## src/rtl/core/sha512_pkg.sv

```systemverilog
// ----------------------------------------------------------------------------
// sha512_pkg
// Shared types, constants and round functions for the SHA-512 engine.
// ----------------------------------------------------------------------------
package sha512_pkg;

    localparam int WordW  = 64;
    localparam int Rounds = 80;

    // Command from the front part to the compression core.
    typedef enum logic [1:0] {
        CMD_WORD = 2'd0,   // full word into the block
        CMD_LAST = 2'd1    // final word, already masked and marked
    } t_cmd;

    typedef struct packed {
        t_cmd        cmd;
        logic [63:0] word;
        logic [3:0]  nbytes;  // saturated 0..8 on last word
    } t_qitem;

    typedef enum logic [2:0] {
        ST_IDLE  = 3'd0,
        ST_ROUND = 3'd1,
        ST_ADD   = 3'd2,
        ST_PAD   = 3'd3,
        ST_OUT   = 3'd4
    } t_state;

    function automatic logic [63:0] rotr(input logic [63:0] x, input int n);
        rotr = (x >> n) | (x << (64 - n));
    endfunction

    function automatic logic [63:0] init_h(input logic [2:0] i);
        case (i)
            3'd0:    init_h = 64'h6a09e667f3bcc908;
            3'd1:    init_h = 64'hbb67ae8584caa73b;
            3'd2:    init_h = 64'h3c6ef372fe94f82b;
            3'd3:    init_h = 64'ha54ff53a5f1d36f1;
            3'd4:    init_h = 64'h510e527fade682d1;
            3'd5:    init_h = 64'h9b05688c2b3e6c1f;
            3'd6:    init_h = 64'h1f83d9abfb41bd6b;
            default: init_h = 64'h5be0cd19137e2179;
        endcase
    endfunction

    function automatic logic [63:0] round_k(input logic [6:0] i);
        logic [63:0] k [0:79];
        k = '{
        64'h428a2f98d728ae22, 64'h7137449123ef65cd, 64'hb5c0fbcfec4d3b2f, 64'he9b5dba58189dbbc,
        64'h3956c25bf348b538, 64'h59f111f1b605d019, 64'h923f82a4af194f9b, 64'hab1c5ed5da6d8118,
        64'hd807aa98a3030242, 64'h12835b0145706fbe, 64'h243185be4ee4b28c, 64'h550c7dc3d5ffb4e2,
        64'h72be5d74f27b896f, 64'h80deb1fe3b1696b1, 64'h9bdc06a725c71235, 64'hc19bf174cf692694,
        64'he49b69c19ef14ad2, 64'hefbe4786384f25e3, 64'h0fc19dc68b8cd5b5, 64'h240ca1cc77ac9c65,
        64'h2de92c6f592b0275, 64'h4a7484aa6ea6e483, 64'h5cb0a9dcbd41fbd4, 64'h76f988da831153b5,
        64'h983e5152ee66dfab, 64'ha831c66d2db43210, 64'hb00327c898fb213f, 64'hbf597fc7beef0ee4,
        64'hc6e00bf33da88fc2, 64'hd5a79147930aa725, 64'h06ca6351e003826f, 64'h142929670a0e6e70,
        64'h27b70a8546d22ffc, 64'h2e1b21385c26c926, 64'h4d2c6dfc5ac42aed, 64'h53380d139d95b3df,
        64'h650a73548baf63de, 64'h766a0abb3c77b2a8, 64'h81c2c92e47edaee6, 64'h92722c851482353b,
        64'ha2bfe8a14cf10364, 64'ha81a664bbc423001, 64'hc24b8b70d0f89791, 64'hc76c51a30654be30,
        64'hd192e819d6ef5218, 64'hd69906245565a910, 64'hf40e35855771202a, 64'h106aa07032bbd1b8,
        64'h19a4c116b8d2d0c8, 64'h1e376c085141ab53, 64'h2748774cdf8eeb99, 64'h34b0bcb5e19b48a8,
        64'h391c0cb3c5c95a63, 64'h4ed8aa4ae3418acb, 64'h5b9cca4f7763e373, 64'h682e6ff3d6b2b8a3,
        64'h748f82ee5defb2fc, 64'h78a5636f43172f60, 64'h84c87814a1f0ab72, 64'h8cc702081a6439ec,
        64'h90befffa23631e28, 64'ha4506cebde82bde9, 64'hbef9a3f7b2c67915, 64'hc67178f2e372532b,
        64'hca273eceea26619c, 64'hd186b8c721c0c207, 64'heada7dd6cde0eb1e, 64'hf57d4f7fee6ed178,
        64'h06f067aa72176fba, 64'h0a637dc5a2c898a6, 64'h113f9804bef90dae, 64'h1b710b35131c471b,
        64'h28db77f523047d84, 64'h32caab7b40c72493, 64'h3c9ebe0a15c9bebc, 64'h431d67c49c100d4c,
        64'h4cc5d4becb3e42b6, 64'h597f299cfc657e2a, 64'h5fcb6fab3ad6faec, 64'h6c44198c4a475817};
        round_k = k[i];
    endfunction

endpackage

```

## src/rtl/core/sha512_front.sv

```systemverilog
// ----------------------------------------------------------------------------
// sha512_front
// Input side: accepts items, saturates and masks the last word, adds the
// 0x80 marker and queues a command for the compression core.
// ----------------------------------------------------------------------------
module sha512_front (
    input  logic                i_clk,
    input  logic                i_rst_n,
    input  logic                i_push,
    output logic                o_full,
    input  logic [63:0]         i_message_word,
    input  logic [3:0]          i_valid_bytes,
    input  logic                i_last_word,
    output logic                o_q_valid,
    output sha512_pkg::t_qitem  o_q_item,
    input  logic                i_q_pop
);
    import sha512_pkg::*;

    // two-entry queue
    t_qitem     r_mem [0:1];
    logic       r_wp, r_rp;
    logic [1:0] r_cnt;

    logic       w_acc;
    logic [3:0] w_n;
    logic [63:0] w_keep, w_mark;
    t_qitem     w_item;

    assign o_full    = (r_cnt == 2'd2);
    assign w_acc     = i_push && !o_full;
    assign o_q_valid = (r_cnt != 2'd0);
    assign o_q_item  = r_mem[r_rp];

    always_comb begin
        w_n    = (i_valid_bytes > 4'd8) ? 4'd8 : i_valid_bytes;
        w_keep = (w_n == 4'd0) ? 64'd0 : ~(64'hFFFFFFFFFFFFFFFF >> {w_n, 3'b000});
        // marker lands in the byte after the valid ones; none when word is full
        w_mark = (w_n == 4'd8) ? 64'd0 : (64'h80 << (7'd56 - {w_n[2:0], 3'b000}));
        w_item.cmd    = i_last_word ? CMD_LAST : CMD_WORD;
        w_item.nbytes = w_n;
        w_item.word   = i_last_word ? ((i_message_word & w_keep) | w_mark) : i_message_word;
    end

    always_ff @(posedge i_clk) begin
        if (w_acc) begin
            r_mem[r_wp] <= w_item;
        end
        if (!i_rst_n) begin
            r_wp  <= 1'b0;
            r_rp  <= 1'b0;
            r_cnt <= 2'd0;
        end else begin
            if (w_acc) r_wp <= ~r_wp;
            if (i_q_pop && o_q_valid) r_rp <= ~r_rp;
            r_cnt <= r_cnt + {1'b0, w_acc} - {1'b0, i_q_pop && o_q_valid};
        end
    end

    a_no_overflow: assert property (@(posedge i_clk) disable iff (!i_rst_n)
        r_cnt == 2'd2 |=> r_cnt != 2'd0 || $past(i_q_pop))
        else $error("queue count jumped");
    a_cnt_range: assert property (@(posedge i_clk) disable iff (!i_rst_n)
        r_cnt != 2'd3) else $error("queue count out of range");
    a_pop_valid: assert property (@(posedge i_clk) disable iff (!i_rst_n)
        i_q_pop |-> o_q_valid) else $error("pop from empty queue");

endmodule

```

## config.mk

```make
export PLATFORM = sky130hd
export DESIGN_NAME = sha512_front
export DESIGN_NICKNAME = d
export VERILOG_FILES = /design/src/rtl/core/sha512_pkg.sv /design/src/rtl/core/sha512_front.sv
export SDC_FILE = /design/constraint.sdc
export NUM_CORES = 1
export LEC_CHECK = 0
export BUFFER_PORTS_ARGS = -buffer_cell sky130_fd_sc_hd__buf_4
export CAP_MARGIN = 30
export CORE_UTILIZATION = 55
export DETAILED_ROUTE_END_ITERATION = 16
export GPL_TIMING_DRIVEN = 1
export PLACE_DENSITY = 0.82
export RECOVER_POWER = 50
export SYNTH_ARGS = -nofsm -noshare
export SYNTH_HDL_FRONTEND = slang
export SYNTH_SLANG_ARGS = --single-unit
```

## constraint.sdc

```tcl
create_clock -name i_clk -period 6.1 [get_ports i_clk]
set_clock_uncertainty 0.1 [all_clocks]
set_input_delay 0 -clock i_clk [delete_from_list [all_inputs] [get_ports i_clk]]
set_output_delay 0 -clock i_clk [all_outputs]
set_load 0.03 [all_outputs]
```

Yosys cells after proc, flatten, opt, wreduce, memory -nomap -nowiden
Memory sizes are Yosys's and may differ from the RTL's. A register that Yosys moved wholly into a read port is not among the register bits.
Index checks and enable logic that the tools add are counted.
{"block": "classes", "n_reduce_logical": 5, "n_eq_ne": 2, "addsub": 3, "bitwise_logic": 5, "magnitude_cmp": 1, "shifts": 2, "muxes": 9}
{"operator": "$mux W64", "n": 3}
{"operator": "$and A64 B64 Y64", "n": 1}
{"operator": "$not A64 Y64", "n": 1}
{"operator": "$or A64 B64 Y64", "n": 1}
{"operator": "$shl A8 B7 Y64 const A", "n": 1}
{"operator": "$shr A64 B7 Y64 const A", "n": 1}
{"operator": "$sub A6 B6 Y7 const A", "n": 1}
{"operator": "$mux W1", "n": 5}
{"operator": "$eq A4 B4 Y1 const B", "n": 1}
{"operator": "$gt A4 B4 Y1 const B", "n": 1}
{"operator": "$logic_not A4 Y1", "n": 1}
{"operator": "$mux W4", "n": 1}
{"operator": "$add A2 B1 Y2", "n": 1}
{"operator": "$eq A2 B2 Y1 const B", "n": 1}
{"operator": "$logic_and A1 B1 Y1", "n": 2}
{"operator": "$not A1 Y1", "n": 2}
{"operator": "$reduce_bool A2 Y1", "n": 1}
{"operator": "$sub A2 B1 Y2", "n": 1}
{"operator": "$logic_not A1 Y1", "n": 1}
{"block": "totals", "mem_bits_rw": 138, "in_bits": 73, "n_memories": 1, "word_cells": 31, "regBits": 4, "output_inout_bits": 72}
{"memory": "r_mem", "depth": 2, "width": 69, "read_ports": 1, "rd_clocked_by_memory_dff": 1, "write_ports": 1, "line": "sha512_front.sv:21", "source": "t_qitem r_mem [0:1];"}

Logic depth before layout (Yosys ltp)
{"block": "logic_depth", "ltp_word": 8, "mapped_depth": 8}

Worst setup path after synthesis
OpenSTA, ideal clock, no wires.
{"block": "synth_path", "path_kind": "register to register", "start": "reg r_cnt[0]", "end": "mem r_mem[0][0] (netlist name), enable pin", "setup_slack_ps": 2040, "period_less_slack_ps": 4060, "arrival_ps": 3463, "path_buffers": 0, "required_time_ps": 5504, "path_stages_with_launch": 4, "cell_sequence": "dfxtp_1 nand2b_1 nand2_1 nor2_1"}
{"block": "synth_between", "elab_chain_len": 5}
{"element": "start, declared", "line": "sha512_front.sv:23", "source": "logic [1:0] r_cnt;"}
{"element": "start signal, assigned", "line": "sha512_front.sv:56", "source": "r_cnt <= r_cnt + {1'b0, w_acc} - {1'b0, i_q_pop && o_q_valid};"}
{"element": "$eq A2 B2 Y1", "line": "sha512_front.sv:30", "source": "assign o_full = (r_cnt == 2'd2);"}
{"element": "$logic_not A1 Y1", "line": "sha512_front.sv:31", "source": "assign w_acc = i_push && !o_full;"}
{"element": "$logic_and A1 B1 Y1", "line": "sha512_front.sv:31"}
{"element": "$mux W1", "line": "sha512_front.sv:46", "source": "if (w_acc) begin"}
{"element": "$mux W1 (implied by the code)", "line": "sha512_front.sv:47", "source": "r_mem[r_wp] <= w_item;"}
{"element": "end, declared", "line": "sha512_front.sv:21"}
No other way between the ends.

Final worst setup path
{"block": "layout_path", "start": "reg r_cnt[0]", "end": "mem r_mem[1][3] (netlist name), enable pin"}
The elaborated chain is that of the path after synthesis.

==> run metrics <==
min Tclk post-route=3.59 ns; Synth area leader=edfxtp_1; I/O Buffers=143; Std-Cell Rows=37; r2r endpoint=r_mem[1][3]; Post-synth EDFFs=138; hpwl dp=7.18 mm; Synth warnings=0; WL met1=4.88 mm; Post-layout nets=635; initial antenna violation count=0; Top FF cell, synth=edfxtp_1; global route overflow=0; first-pass GRT wire length=19.3 mm; max cap viols=1; period utilisation layout=58.9%; synthesized area=0.00580 mm2; PwrDens=422 mW/mm2; Mapped Nets=412; metal2 WL=6.77 mm; top routing layer used=met4; Finished Cell Area=0.00819 mm2; outcome=finished, violations left; RSZ-0062 raised after global routing=no; Slew Limit Headroom=-119%; vias in the first global route=3837; vias=3681; First-pass DRT Iterations=5; final WL=12.6 mm; Synth Area per Inst=17.2 um2; RR Startpoint=r_cnt[0]; Clk Latency, worst-skew pair=0.51 ns; crit path kind=register to register; dpl cells=605; Final GP Congestion=0.724; Final Slew Violations=70; Synth top cells by count=edfxtp_1, mux2_2, and2_1, nor2b_1; critical path peak fanout=69; flop2flop setup slack=2.51 ns; DRT iter0 DRCs=178; CTS Buffer Depth=2; die width=105 um; die area=0.0110 mm2; synthesized flop and latch total=143; met3 wire length=600 um; Finished Core Util=79.7%; drt wl/cell=17.9 um; # diodes=0; worst-margin pin slew=3.29 ns; routed vias/inst=5.21; Cell Area, Placed=0.00700 mm2; Tightest Hold Check Type=input pin to register; IO Pins=145; Max Freq=0.278 GHz; hold depth=3; Tot GR Track Use=23.8%; core area=0.0103 mm2; fraction of registers with async set/reset=0%; top post-synthesis cells by area=edfxtp_1, mux2_2, and2_1, dfxtp_1, nor2b_1; Finished Layout Cells=707; Post-Syn Instances=337; Hold Fails Final Rpt=0; share of the synthesized area in the top cell type=71.4%; share of layout cells above drive strength 1=41.3%; path depth of the worst reg2reg path=2; sequential share of the synthesized area=73.1%; height of the die=105 um; Setup violations, final=0; Worst EP required=6.05 ns; Worst setup SP type=register; TNS Setup=0 ns; Max VDD drop=0.330 mV; endpoint class of the critical path=register; Worst-path clk slew=0.06 ns; Final ANT Viol Nets=0; DRC=0; Area Overhead vs Synth=41.1%; clock sinks=143; Initial Utilization=56.5%; Min-Delay Endpoint=r_cnt[0]; WP data arrival=3.55 ns; most common cell in the synthesized netlist=edfxtp_1; leakage=0.00313 uW; post-CTS sizing=0; Root Buffer=clkbuf_8; number of CTS-inserted buffers=17; Hold Crit Start=i_rst_n; Cell variety after synth=35; failing checks=capacitance limit, slew limit; H-tree depth=4; CTS tree=built; largest net degree at the start of global routing=70
## how the worst max path moves through the flow
stage | start | to | cells after the start
3_5_place_dp | r_cnt[0] | r_mem[0][24] | 4
4_1_cts | register | o_q_item[27] | 2
6_report | r_cnt[0] | r_mem[1][3] | 2
3_3_place_gp | r_cnt[0] | r_mem[0][21] | 4
2_1_floorplan | r_cnt[0] | r_mem[0][0] | 3
5_1_grt | r_cnt[0] | r_mem[1][49] | 2
## kinds of logic after synthesis
group	after synthesis	share of synthesized area (%)
AOI/OAI and AO/OA	10	1.12
xor gates and xnor gates	2	0.302
adders and majority gates	2	0.431
buffers and inverters	18	1.72
DFF	143	73.1
muxes	71	13.8
other	1	0.0646
and+or+nand+nor	90	9.47
## power breakdown
part	total, uW	internal (uW)	leakage (uW)	switching [uW]
Clock	933	570	0.000256	362
Combinational	1130	479	0.00153	652
Sequential	1390	1290	0.00134	108
Total	3460	2340	0.00313	1120
## final cells by class
cell class              instances  area, um2
clock inverters                 9       95.1
well taps                     136        170
multi-input cells             176       1440
flip-flops and latches        143       4250
repair buffers                217       1790
fillers                       595       2090
clock buffers                  21        429
inverters                       5       18.8
## worst max-delay path: stages, from the launching register on
cell,delay [ns]
dfxtp_1,0.36
nand2b_1,0.18
and3_1,2.41
## state kept, by name (all words and copies together), names as in the netlist, named ones only
name   cells
r_cnt      2
r_mem    138
r_rp       1
r_wp       1
## through the flow
step                setup slack [ns]  hold slack, ns  power [uW]
floorplan                       2.04        -0.00113        2120
global placement                4.16           0.127        2470
detailed placement              4.06           0.133        2500
CTS                             3.85           0.136        3470
global route                    2.31           0.222        3580
finish                          2.51           0.226        3460
## timing repair
| item | in CTS | in global routing |
|---|---|---|
| hold buffers | 72 | 0 |
| endpoints found under the hold margin | 143 | 0 |
| setup buffers | 0 | 0 |
## routing by layer
metal	up-vias	global-route usage, %
met5	-	0
met4	0	12.3
met3	28	5.18
met2	139	42.2
met1	1825	27.1
li1	1689	-
## cells in the final DEF (no fill, tap or decap), types with 2 or more instances in the layout
master / instances
clkbuf_16: 16
clkbuf_1: 9
o21a_1: 2
dfxtp_1: 4
nor2b_1: 11
a21oi_1: 2
inv_1: 5
ha_1: 2
nand2_1: 10
nor3_1: 2
bufinv_16: 2
and2b_1: 6
and2_0: 43
edfxtp_1: 138
nor2_1: 8
dlygate4sd3_1: 72
clkinv_2: 4
o21ai_0: 3
mux2_2: 69
buf_4: 140
nand2b_1: 4
clkinv_1: 2
(Power assumes the default switching activity.)
